--- config.mk ---
export PLATFORM = sky130hd
export DESIGN_NAME = bpa_ctrl
export DESIGN_NICKNAME = d
export VERILOG_FILES = /design/src/hdl/bpa_pkg.sv /design/src/hdl/bpa_ctrl.sv
export SDC_FILE = /design/constraint.sdc
export NUM_CORES = 1
export LEC_CHECK = 0
export ABC_AREA = 1
export BUFFER_PORTS_ARGS = -buffer_cell sky130_fd_sc_hd__buf_2
export CAP_MARGIN = 40
export CORE_AREA = 2 2 39 41
export CTS_CLUSTER_DIAMETER = 60
export DETAILED_ROUTE_END_ITERATION = 16
export DIE_AREA = 0 0 41 43
export PLACE_DENSITY = 0.56
export SYNTH_ARGS = -nofsm -noshare
export SYNTH_HDL_FRONTEND = slang
export SYNTH_SLANG_ARGS = --single-unit
export TNS_END_PERCENT = 5
--- constraint.sdc ---
create_clock -name i_clk -period 1.7 [get_ports i_clk]
set_clock_uncertainty 0.15 [all_clocks]
set_input_delay 0.34 -clock i_clk [delete_from_list [all_inputs] [get_ports i_clk]]
set_output_delay 0.34 -clock i_clk [all_outputs]
set_load 0.05 [all_outputs]
--- src/hdl/bpa_pkg.sv ---
// Shared types, constants and helpers for the bone pose accumulate block.
// Used by bpa_ctrl, bpa_dp and bone_pose_accumulate_core; no dependencies.
`timescale 1ns / 1ps
package bpa_pkg;

    localparam int MAX_BONES = 256;
    localparam int BONE_AW   = $clog2(MAX_BONES);
    localparam int IDX_W     = 8;
    // index widened so that the address part-select always exists
    localparam int IDX_EXT_W = (BONE_AW > IDX_W) ? BONE_AW : IDX_W;
    localparam int ENTRIES   = 12;
    localparam int ROW_W     = ENTRIES * 32;
    localparam int ACC_W     = 50;
    localparam int IN_DATA_W = 176;

    localparam logic signed [ACC_W-1:0] ONE_Q16 = ACC_W'(65536);
    localparam logic [3:0] LAST_ISSUE = 4'd11;
    localparam logic [3:0] LAST_DRAIN = 4'd12;

    typedef enum logic [2:0] {
        ST_IDLE,
        ST_QMUL,
        ST_LOC,
        ST_MAC,
        ST_DONE
    } t_state;

    // controller to datapath
    typedef struct packed {
        logic take;
        logic loc_en;
        logic mac_en;
        logic col_last;
        logic out_load;
    } t_cmd;

    // datapath to controller
    typedef struct packed {
        logic child;
        logic out_full;
    } t_sts;

    // saturate a wide signed sum to 32 bits
    function automatic logic signed [31:0] sat32(input logic signed [ACC_W-1:0] v);
        logic signed [ACC_W-1:0] hi;
        logic signed [ACC_W-1:0] lo;
        hi = ACC_W'(32'sh7fff_ffff);
        lo = -ACC_W'(33'sh0_8000_0000);
        if (v > hi) begin
            return 32'sh7fff_ffff;
        end else if (v < lo) begin
            return 32'sh8000_0000;
        end
        return v[31:0];
    endfunction

endpackage

--- src/hdl/bpa_ctrl.sv ---
// Sequencer for the bone pose accumulate block.
// Depends on bpa_pkg for the state, command and status types.
`timescale 1ns / 1ps
module bpa_ctrl (
    input  logic          i_clk,
    input  logic          i_rst_n,
    input  logic          i_in_valid,
    output logic          o_in_ready,
    input  bpa_pkg::t_sts i_sts,
    output bpa_pkg::t_cmd o_cmd
);

    bpa_pkg::t_state r_state, n_state;
    logic [3:0]      r_cnt, n_cnt;

    // state and step counter
    always_ff @(posedge i_clk) begin
        if (!i_rst_n) begin
            r_state <= bpa_pkg::ST_IDLE;
            r_cnt   <= '0;
        end else begin
            r_state <= n_state;
            r_cnt   <= n_cnt;
        end
    end

    // next state and commands
    always_comb begin
        n_state    = r_state;
        n_cnt      = r_cnt;
        o_in_ready = 1'b0;
        o_cmd      = '0;
        unique case (r_state)
            bpa_pkg::ST_IDLE: begin
                o_in_ready = 1'b1;
                if (i_in_valid) begin
                    o_cmd.take = 1'b1;
                    n_state    = bpa_pkg::ST_QMUL;
                end
            end
            bpa_pkg::ST_QMUL: begin
                n_state = bpa_pkg::ST_LOC;
            end
            bpa_pkg::ST_LOC: begin
                o_cmd.loc_en = 1'b1;
                n_cnt        = '0;
                n_state      = i_sts.child ? bpa_pkg::ST_MAC : bpa_pkg::ST_DONE;
            end
            bpa_pkg::ST_MAC: begin
                // issue twelve entries, then drain the adder stage
                o_cmd.mac_en   = (r_cnt <= bpa_pkg::LAST_ISSUE);
                o_cmd.col_last = (r_cnt[1:0] == 2'd3);
                n_cnt          = r_cnt + 4'd1;
                if (r_cnt == bpa_pkg::LAST_DRAIN) begin
                    n_state = bpa_pkg::ST_DONE;
                end
            end
            bpa_pkg::ST_DONE: begin
                if (!i_sts.out_full) begin
                    o_cmd.out_load = 1'b1;
                    n_state        = bpa_pkg::ST_IDLE;
                end
            end
            default: begin
                n_state = bpa_pkg::ST_IDLE;
            end
        endcase
    end

endmodule

======== Word level (Yosys, flattened, before mapping) ========
Cells that the tools add are included.
word-level totals
  register bits after elaboration ......... 7
  input bits .............................. 5
cells by class
  reductions and logical operators ........ 3
  $lt $le $gt $ge ......................... 1
  eq/ne operators ......................... 9
  multiplexer cells ....................... 13
  $add $sub $neg .......................... 1
operator list
  kind                                                    number
  one-hot mux 3 bit (5 select lines)                      1
  two-way mux 3 bit                                       4
  one-hot mux 4 bit (2 select lines)                      1
  equality test 3 x 2 -> 1 bit (second input constant)    2
  two-way mux 1 bit                                       6
  != test 2 bit (second input constant)                   3
  adder 4 x 1 -> 4 bit (second input constant)            1
  equality test 4 bit (second input constant)             1
  less-or-equal comparator 4 bit (second input constant)  1
  equality test 3 x 1 -> 1 bit (second input constant)    1
  equality test 3 bit (second input constant)             1
  logical NOT 3 bit                                       1
  AND reduction 3 bit                                     1
  equality test 2 bit (second input constant)             1
  two-way mux 2 bit                                       1
  nonzero test 2 bit                                      1

======== Logic depth before layout (Yosys ltp) ========
Gate-level depths: netlist of run 1.
  word-level depth ........................ 3
  depth in mapped cells ................... 8
  depth with buffers taken out ............ 8

======== Worst setup path after synthesis of run 1 ========
No wires, ideal clock.
  path kind ............................... register -> output
  start point ............................. reg r_state[2]
  end point ............................... out o_cmd[0] (netlist bit)
  arrival ................................. 1937 ps
  cell stages (with the launch flop) ...... 3
  buffers on the path ..................... 0
  data required time ...................... 1210 ps
  setup slack ............................. -727 ps
  cell sequence ........................... dfxtp_1 > inv_2 > nor4_1
RTL lines
  item                    RTL line        text
  start, declared         bpa_ctrl.sv:13  bpa_pkg::t_state r_state, n_state;
  start signal, assigned  bpa_ctrl.sv:19  r_state <= bpa_pkg::ST_IDLE;
  start signal, assigned  bpa_ctrl.sv:22  r_state <= n_state;
  end, declared           bpa_ctrl.sv:10  output bpa_pkg::t_cmd o_cmd

==> results.yml, run 1 <==
run_status:
  status: "finished clean"
global_routing:
  grt_first_pass_wirelength_mm: 1.52
  overflow: 0
  antenna_found_initial: 0
  met1_usage_pct: 17.2
  grt_usage_pct: 13.5
  top_usage_layer: "met1"
  use_met3_pct: 4.71
  grt_max_degree: 7
  use_met2_pct: 16.9
  grt_pass1_vias: 375
placed_design:
  place.port_buffers: 10
  post-place-cells: 91
  gp_congestion: 0.679
  dpl.hpwl_um: 665
  dpl_worst_slack_ns: 0.151
yosys:
  ys_warn_count: 0
  synth_top_family_by_area: "simple AND/OR/NAND/NOR gates"
  syn_avg_cell_area_um2: 6.62
  synth_compound_area_share_pct: 6.10
  ys_seq_area_share_pct: 32.6
  synth_cell_types: 18
  synthMuxAreaShare_pct: 0
  synth_cells: 65
  synth-simple-area-share_pct: 45.1
  syn_nets: 72
  syn_area_um2: 430
  synth_xor_area_share_pct: 0
  synth_fa_ha_area_share_pct: 5.81
  synth_seq_cells: 7
clocking:
  cts_sinks: 7
  cts_buffer_depth: 2
  cts_buffers: 3
  cts_tree: "built"
  clock_latency_ns: 0.25
  cts.htree.levels: 1
  cts_root_buffer: "clkbuf_4"
  clkTransAtPathRegs_ns: 0.06
power_and_ir_drop:
  p_leak_nw: 0.299
  power_frac_seq_pct: 29.7
  sw_frac_of_total_pct: 50.4
  vdd_drop_max_v: 0.000470
  pwr-share-comb_pct: 53.7
  p_per_area_mw_per_mm2: 1530
  p_sw_mw: 0.471
  pwr-share-clk_pct: 16.6
  intPower_mw: 0.464
sta:
  final-setup-viol-count: 0
  max-slew-margin-rel_pct: 87.0
  finalCritPeriodShare_pct: 97.7
  tightest_slew_ns: 0.194
  hold_violations: 0
  rsz0062_at_grt: "yes"
  drv_slew: 0
  max_freq_mhz: 602
  layout_setup_ws_ns: 0.0392
  min_period_ns: 1.66
die:
  die_height_um: 43
  die_x_um: 41
  dieArea_mm2: 0.00176
  io_pins: 11
  core-area_mm2: 0.00138
  rows: 14
  start_util_pct: 31.1
worst_setup_path:
  cp.arrival_ns: 1.17
  cp_cell_sequence: "nand2_4 -> nor2_4 -> inv_2 -> a21oi_2 -> buf_6"
  max_stage_delay_ns: 0.40
  critical_path.max_fanout: 5
  crit_path_end_kind: "output port"
  crit_required_ns: 1.21
  crit_path_start_kind: "register"
  cp_slowest_cell: "dfxtp_4"
  worstSetupPathType: "register to output port"
cells_and_area:
  drive_gt1_share_pct: 44.3
  fin_cells: 95
  area_growth_pct: 41.9
  nNetsFinal: 87
  final_cell_mix: "10 x nand2_1, 9 x inv_1, 9 x nor2_1"
  fillers: 150
  n_antenna_cell: 0
  final_common_cell: "nand2_1"
routing:
  drtIter0Drc: 3
  ant_nets: 0
  via_per_inst: 4.49
  wl_um: 899
  drt_pass1_iterations: 4
  via_count: 427
  wl_per_cell_um: 9.46
  drc_errors: 0
hold_path:
  worstHoldPathType: "input port to register"
run:
  cap_violations: 0
## cell type report
type                       instances  area (um^2)  area share, %
sequential                         7          153           25.0
clock buffer                       4         26.3           4.30
inverter                          12         50.0           8.20
tap                               16         20.0           3.28
timing repair buffer              10         76.3           12.5
multi-input combinational         46          285           46.7
## synth_stat cells
cell type | n | area share [%]
and2_1 | 1 | 1.5
o21ai_0 | 1 | 1.2
nand3_1 | 4 | 4.7
nor2_1 | 11 | 9.6
nand2_2 | 4 | 5.8
a21oi_1 | 3 | 3.5
nand3_2 | 1 | 2.3
nor3b_2 | 1 | 2.9
inv_2 | 2 | 1.7
inv_1 | 10 | 8.7
nand2_1 | 12 | 10
nor2_2 | 2 | 2.9
ha_1 | 2 | 5.8
nor4_1 | 1 | 1.5
nor3_2 | 1 | 2.3
dfxtp_1 | 7 | 33
a31oi_1 | 1 | 1.5
nor3_1 | 1 | 1.2
## metrics by stage
stage / power [mW] / cell area [um^2] / setup TNS (ns) / hold WS [ns] / util [%]
detailed placement: 0.681 / 510 / 0 / 0.354 / 36.9
floorplan: 0.597 / 440 / -0.259 / 0.320 / -
finish: 0.935 / 611 / 0 / 0.224 / 44.1
global placement: 0.683 / 510 / 0 / 0.350 / 36.9
CTS: 0.870 / 563 / -0.0393 / 0.218 / 40.7
global route: 0.999 / 611 / -0.0543 / 0.219 / 44.1
## power groups by stage
stage	combinational, mW	sequential [mW]	clock (mW)
floorplan	0.363	0.234	0
global placement	0.441	0.242	0
detailed placement	0.439	0.242	0
CTS	0.459	0.251	0.160
global route	0.543	0.286	0.169
finish	0.502	0.278	0.155
## registers in the layout (all words and copies together), names as in the netlist
signal and cells:
r_state 3, r_cnt 4
## worst paths after layout
kind	start	end	slack, ns	cells after the start
setup reg to reg	r_cnt[0]	r_state[0]	0.42	7
setup / recovery	r_state[1]	o_cmd[2]	0.04	5
hold reg to reg	r_cnt[1]	r_cnt[1]	0.34	2
hold / removal	i_rst_n	r_state[0]	0.22	3
## layer usage
layer	vias up	part of all wire [%]
li1	230	-
met1	186	45
met2	11	49
met3	0	5.7
met4	0	0
met5	-	0
## critical path, delay by kind of cell, from the launching register on
kind                   cells  cell delay [ns]
AO/OA/AOI/OAI              1             0.11
buffers and inverters      2             0.22
flip-flops                 1             0.40
AND/OR/NAND/NOR            2             0.19
## logic make-up after synthesis
group / after synthesis
flops: 7
compound gates: 5
fa+ha+maj: 2
simple gates: 39
buf+inv: 12
## what timing repair did
action                                 CTS  global route
endpoints found under the hold margin    0             0
gates resized for setup                 10            18
setup endpoints to repair                6             6
hold buffers                             0             0
pin swaps                                1             2
setup buffers                            0             0
Power figures use the tool's default switching activity.
==> run 2: changes to the inputs <==
--- a/config.mk
+++ b/config.mk
@@ -5,14 +5,14 @@
 export SDC_FILE = /design/constraint.sdc
 export NUM_CORES = 1
 export LEC_CHECK = 0
-export ABC_AREA = 1
+export ABC_AREA = 0
 export BUFFER_PORTS_ARGS = -buffer_cell sky130_fd_sc_hd__buf_2
 export CAP_MARGIN = 40
 export CORE_AREA = 2 2 39 41
 export CTS_CLUSTER_DIAMETER = 60
 export DETAILED_ROUTE_END_ITERATION = 16
 export DIE_AREA = 0 0 41 43
-export PLACE_DENSITY = 0.56
+export PLACE_DENSITY = 0.58
 export SYNTH_ARGS = -nofsm -noshare
 export SYNTH_HDL_FRONTEND = slang
 export SYNTH_SLANG_ARGS = --single-unit
==> constraint.sdc (replaced) <==
create_clock -name i_clk -period 1.86 [get_ports i_clk]
set_clock_uncertainty 0.15 [all_clocks]
set_input_delay 0.372 -clock i_clk [delete_from_list [all_inputs] [get_ports i_clk]]
set_output_delay 0.372 -clock i_clk [all_outputs]
set_load 0.05 [all_outputs]
==> run 2 against run 1 <==
Critical path depth shrank 2. Register-to-register slack gained 0.10 ns. Critical endpoint is now o_cmd[1]. Combinational power is 78% lower. Critical path type unchanged.
==> results.yml, run 2 <==
worst_setup_path:
  crit_path_start_kind: "register"
  critical_path.max_fanout: 8
  r2r-start: "r_cnt[0]"
  crit_required_ns: 1.34
  crit_path_end_kind: "output port"
  rr_worst_depth: 4
  cp.arrival_ns: 1.28
  worstReg2RegEnd: "r_state[1]"
  worstSetupPathType: "register to output port"
  rrSetupSlack_ns: 0.52
global_routing:
  antenna_found_initial: 0
  grt_usage_pct: 14.2
  grt_pass1_vias: 402
  grt_max_degree: 14
  grt_first_pass_wirelength_mm: 1.65
  overflow: 0
routing:
  drtIter0Drc: 7
  ant_nets: 0
  via_per_inst: 4.93
  wl_per_cell_um: 11.0
  wl_um: 915
  wl_met2_um: 415
  via_count: 409
  wl_met1_um: 448
  top_layer_used: "met4"
  drc_errors: 0
  drt_pass1_iterations: 4
  wl_met3_um: 25
placed_design:
  dpl.hpwl_um: 677
  place.port_buffers: 10
  place_area_um2: 544
  gp_congestion: 0.799
yosys:
  ys_seq_area_share_pct: 30.7
  syn_area_um2: 457
  syn_nets: 60
  synth-edff-count: 0
  syn_avg_cell_area_um2: 8.62
  synth_top_area_share_pct: 30.7
  ys_warn_count: 0
  synthArstFlopShare_pct: 0
  yosysMostFrequentCell: "dfxtp_1"
  synth_ff_type: "dfxtp_1"
  netlist_top_cells_count: "7 x dfxtp_1, 4 x inv_1, 4 x nand2_1, 4 x nand3_1, 4 x nor2_1"
  synth_seq_cells: 7
  synth_area_leaders: "dfxtp_1 31%, ha_1 5.5%, buf_6 4.9%"
  synth_cells: 53
  synth_area_leader_cell: "dfxtp_1"
  synth_cell_types: 27
sta:
  tightest_slew_ns: 0.376
  hold_slack_ns: 0.192
  drv_slew: 0
  max-slew-margin-rel_pct: 74.8
  rsz0062_at_grt: "no"
  max_freq_mhz: 554
  min_period_ns: 1.80
  hold_violations: 0
  final-setup-viol-count: 0
  finalCritPeriodShare_pct: 97.0
power_and_ir_drop:
  p_leak_nw: 0.267
  vdd_drop_max_v: 0.000413
  p_per_area_mw_per_mm2: 730
  p_total_mw: 0.425
clocking:
  cts_root_buffer: "clkbuf_4"
  clkTransAtPathRegs_ns: 0.06
  cts.htree.levels: 1
  cts_buffers: 3
  post_cts.repair.setup_buffers: 0
  clock_latency_ns: 0.26
  cts_tree: "built"
  cts_sinks: 7
  cts_buffer_depth: 2
cells_and_area:
  largest_register_ffs: 4
  final_common_cell: "buf_2"
  nNetsFinal: 75
  top_register: "r_cnt"
  top_regs: "r_cnt x4, r_state x3"
  final_area_um2: 582
  n_antenna_cell: 0
  fillers: 145
  post-route-util_pct: 42.0
  drive_gt1_share_pct: 40.3
  area_growth_pct: 27.4
die:
  die_height_um: 43
  io_pins: 11
  core-area_mm2: 0.00138
  rows: 14
  start_util_pct: 33.0
  dieArea_mm2: 0.00176
  die_x_um: 41
hold_path:
  min_from: "i_rst_n"
  hold_depth: 2
  worstHoldPathType: "input port to register"
  worstHoldEndpoint: "r_state[1]"
run_status:
  status: "finished clean"
run:
  cap_violations: 0
run 2: cell count changes in the layout (fill, tap and decap cells not counted), sizes merged, moves of 2 or more:
cell / change
buf: +5
nand2: -12
o21a: +2
nor2: -9
clkbuf: -2
inv: -8
run 2: how the worst max path moves through the flow:
stage                     from        to  slack, ns  cells after the start
global placement    r_state[2]  o_cmd[1]       0.23                      3
global route        r_state[0]  o_cmd[2]      0.002                      3
floorplan           r_state[2]  o_cmd[2]     -0.003                      3
finish              r_state[2]  o_cmd[1]       0.06                      3
detailed placement  r_state[0]  o_cmd[2]       0.18                      3
CTS                 r_state[2]  o_cmd[1]       0.03                      3
run 2: power breakdown:
group	internal, mW	switching, mW
Sequential	0.156	0.0149
Combinational	0.0430	0.0646
Clock	0.0824	0.0642
Total	0.281	0.144
run 2: what timing repair did:
action                     in CTS  in global routing
resized for setup               5                  1
gates cloned                    0                  0
hold buffers                    0                  0
setup endpoints to repair       5                  1
run 2: cell type report:
class	count	area [um^2]	share of cell area, %
Multi-Input combinational cell	39	284	48.8
Sequential cell	7	146	25.2
Timing Repair Buffer	13	90.1	15.5
Clock buffer	4	26.3	4.52
Tap cell	16	20.0	3.44
Inverter	4	15.0	2.58
run 2: cell families after synthesis:
logic type	after synthesis	synth area share (%)
fa+ha+maj	2	5.48
flops	7	30.7
mux	2	4.66
compound gates	11	16.4
simple gates	24	32.9
buf+inv	7	9.86
run 2: per-layer routing:
| metal | vias to the layer above | GRT usage (%) |
|---|---|---|
| met5 | - | 0 |
| met4 | 0 | 8.00 |
| met3 | 4 | 4.71 |
| met2 | 7 | 19.1 |
| met1 | 181 | 19.0 |
| li1 | 217 | - |
run 2: per-stage QoR:
stage          std cells  worst slack [ns]  setup TNS, ns
2_1_floorplan         53          -0.00333       -0.00333
4_1_cts               83            0.0342              0
3_5_place_dp          79             0.184              0
6_report              83            0.0559              0
3_3_place_gp          79             0.231              0
5_1_grt               83           0.00204              0
run 2: critical path, cell delays in order, from the launching register on:
cell,delay [ns]
dfxtp_4,0.37
and2b_2,0.25
and3_1,0.16
buf_2,0.25
==> run 3: changes to the inputs <==
--- a/config.mk
+++ b/config.mk
@@ -13,6 +13,7 @@
 export DETAILED_ROUTE_END_ITERATION = 16
 export DIE_AREA = 0 0 41 43
 export PLACE_DENSITY = 0.58
+export REMOVE_ABC_BUFFERS = 1
 export SYNTH_ARGS = -nofsm -noshare
 export SYNTH_HDL_FRONTEND = slang
 export SYNTH_SLANG_ARGS = --single-unit
==> run 3 against run 2 <==
Highest routed layer unchanged. Worst setup slack gained 0.021 ns. Total power shrank 5.8%. Largest cell class unchanged. First-iteration DRC count is 71% lower. Routed wire length down 2.8%. Utilization decreased by 2.6 points. Sequential power is essentially flat. Die area stayed put. Register-to-register slack is essentially flat. Combinational power is 13% lower. Flip-flop and latch count is the same.
==> results.yml, run 3 (same netlist as run 2, synthesis figures left out) <==
run_status:
  status: "finished clean"
clocking:
  cts.htree.levels: 1
  post_cts.repair.setup_buffers: 0
  clkTransAtPathRegs_ns: 0.06
  cts_tree: "built"
  clock_latency_ns: 0.26
  cts_root_buffer: "clkbuf_4"
  cts.repair.resized: 2
  cts_sinks: 7
  cts_buffer_depth: 2
  postCtsHoldBufs: 0
  cts_buffers: 3
sta:
  drv_slew: 0
  final-setup-viol-count: 0
  max-slew-margin-rel_pct: 74.6
  layout_setup_ws_ns: 0.0766
  min_period_ns: 1.78
  hold_violations: 0
  tightest_slew_ns: 0.379
  max_freq_mhz: 561
  finalCritPeriodShare_pct: 95.9
  rsz0062_at_grt: "no"
worst_setup_path:
  crit_path_start_kind: "register"
  worstSetupPathType: "register to output port"
  crit_path_end_kind: "output port"
  rr_worst_depth: 4
  critical_path.max_fanout: 10
  crit_start: "r_state[2]"
  cp_cell_sequence: "and2b_2 -> and3_1 -> clkbuf_4"
  cp.arrival_ns: 1.26
  r2r-start: "r_cnt[0]"
  rrSetupSlack_ns: 0.52
  worstReg2RegEnd: "r_state[0]"
  max_stage_delay_ns: 0.39
  cp_slowest_cell: "dfxtp_4"
  crit_required_ns: 1.34
placed_design:
  gp_congestion: 0.709
  place_area_um2: 504
  place.port_buffers: 10
  dpl_worst_slack_ns: 0.193
  dpl.hpwl_um: 673
hold_path:
  min_from: "i_rst_n"
  worstHoldEndpoint: "r_state[1]"
  worstHoldPathType: "input port to register"
  hold_depth: 2
global_routing:
  overflow: 0
  antenna_found_initial: 0
  grt_first_pass_wirelength_mm: 1.43
  grt_usage_pct: 13.2
  grt_pass1_vias: 343
  grt_max_degree: 11
cells_and_area:
  area_growth_pct: 19.5
  final_common_cell: "buf_2"
  top_register: "r_cnt"
  final_area_um2: 546
  drive_gt1_share_pct: 36.9
  top_regs: "r_cnt x4, r_state x3"
  nNetsFinal: 73
  largest_register_ffs: 4
  post-route-util_pct: 39.4
  n_antenna_cell: 0
  final_cell_mix: "8 x buf_2, 5 x clkbuf_4"
die:
  io_pins: 11
  core-area_mm2: 0.00138
  start_util_pct: 33.0
  dieArea_mm2: 0.00176
  die_height_um: 43
  rows: 14
  die_x_um: 41
run:
  cap_violations: 0
routing:
  wl_um: 889
  drc_errors: 0
  wl_per_cell_um: 11.0
  via_per_inst: 4.81
  via_count: 390
  drtIter0Drc: 2
  ant_nets: 0
  drt_pass1_iterations: 2
power_and_ir_drop:
  p_per_area_mw_per_mm2: 734
  vdd_drop_max_v: 0.000337
  p_leak_nw: 0.250
## run 3: changes by cell type in the layout (fill, tap and decap cells not counted)
cell,before,now
clkbuf_4,3,5
nor3_1,1,2
dfxtp_2,2,1
and2_1,0,1
clkbuf_1,1,0
and2_2,1,0
buf_4,4,1
buf_12,1,0
dfxtp_4,1,2
clkinv_2,0,1
nor3_4,1,0
## run 3: area by class of cell
type                            instances  area [um^2]
Timing Repair Buffer                   11         62.6
Inverter                                4         15.0
Sequential cell                         7          149
Tap cell                               16         20.0
Clock inverter                          1         5.00
Clock buffer                            3         22.5
Fill cell                             151          838
Multi-Input combinational cell         39          272
## run 3: report_power, final
group,switching (mW),internal (mW)
registers,0.0138,0.156
logic,0.0611,0.0326
clock network,0.0585,0.0786
total,0.133,0.267
## run 3: metrics by stage
stage	hold WS (ns)	cells	setup TNS, ns	total power, mW
2_1_floorplan	0.312	50	-1.03	0.239
3_5_place_dp	0.347	77	0	0.265
3_3_place_gp	0.336	77	0	0.265
6_report	0.196	81	0	0.400
4_1_cts	0.187	81	0	0.410
5_1_grt	0.179	81	0	0.437
## run 3: how the worst max path moves through the flow
stage	cells past startpoint	endpoint	slack, ns
floorplan	2	o_cmd[4]	-0.77
global placement	3	o_cmd[1]	0.21
detailed placement	3	o_cmd[1]	0.19
CTS	3	o_cmd[2]	0.02
global route	3	o_cmd[4]	0.006
finish	3	o_cmd[1]	0.08
## run 3: per-layer routing
metal  global-route usage, %  share of wire (%)  vias up
li1                        -                  -      210
met1                    15.7                 49      167
met2                    15.6                 43        9
met3                    9.42                4.7        4
met4                    10.0                2.8        0
met5                       0                  0        -
## run 3: worst max-delay path: cells and delay by family (launching register included)
kind	cells	cell delay [ns]
DFF	1	0.39
buffers and inverters	1	0.20
and+or+nand+nor	2	0.42
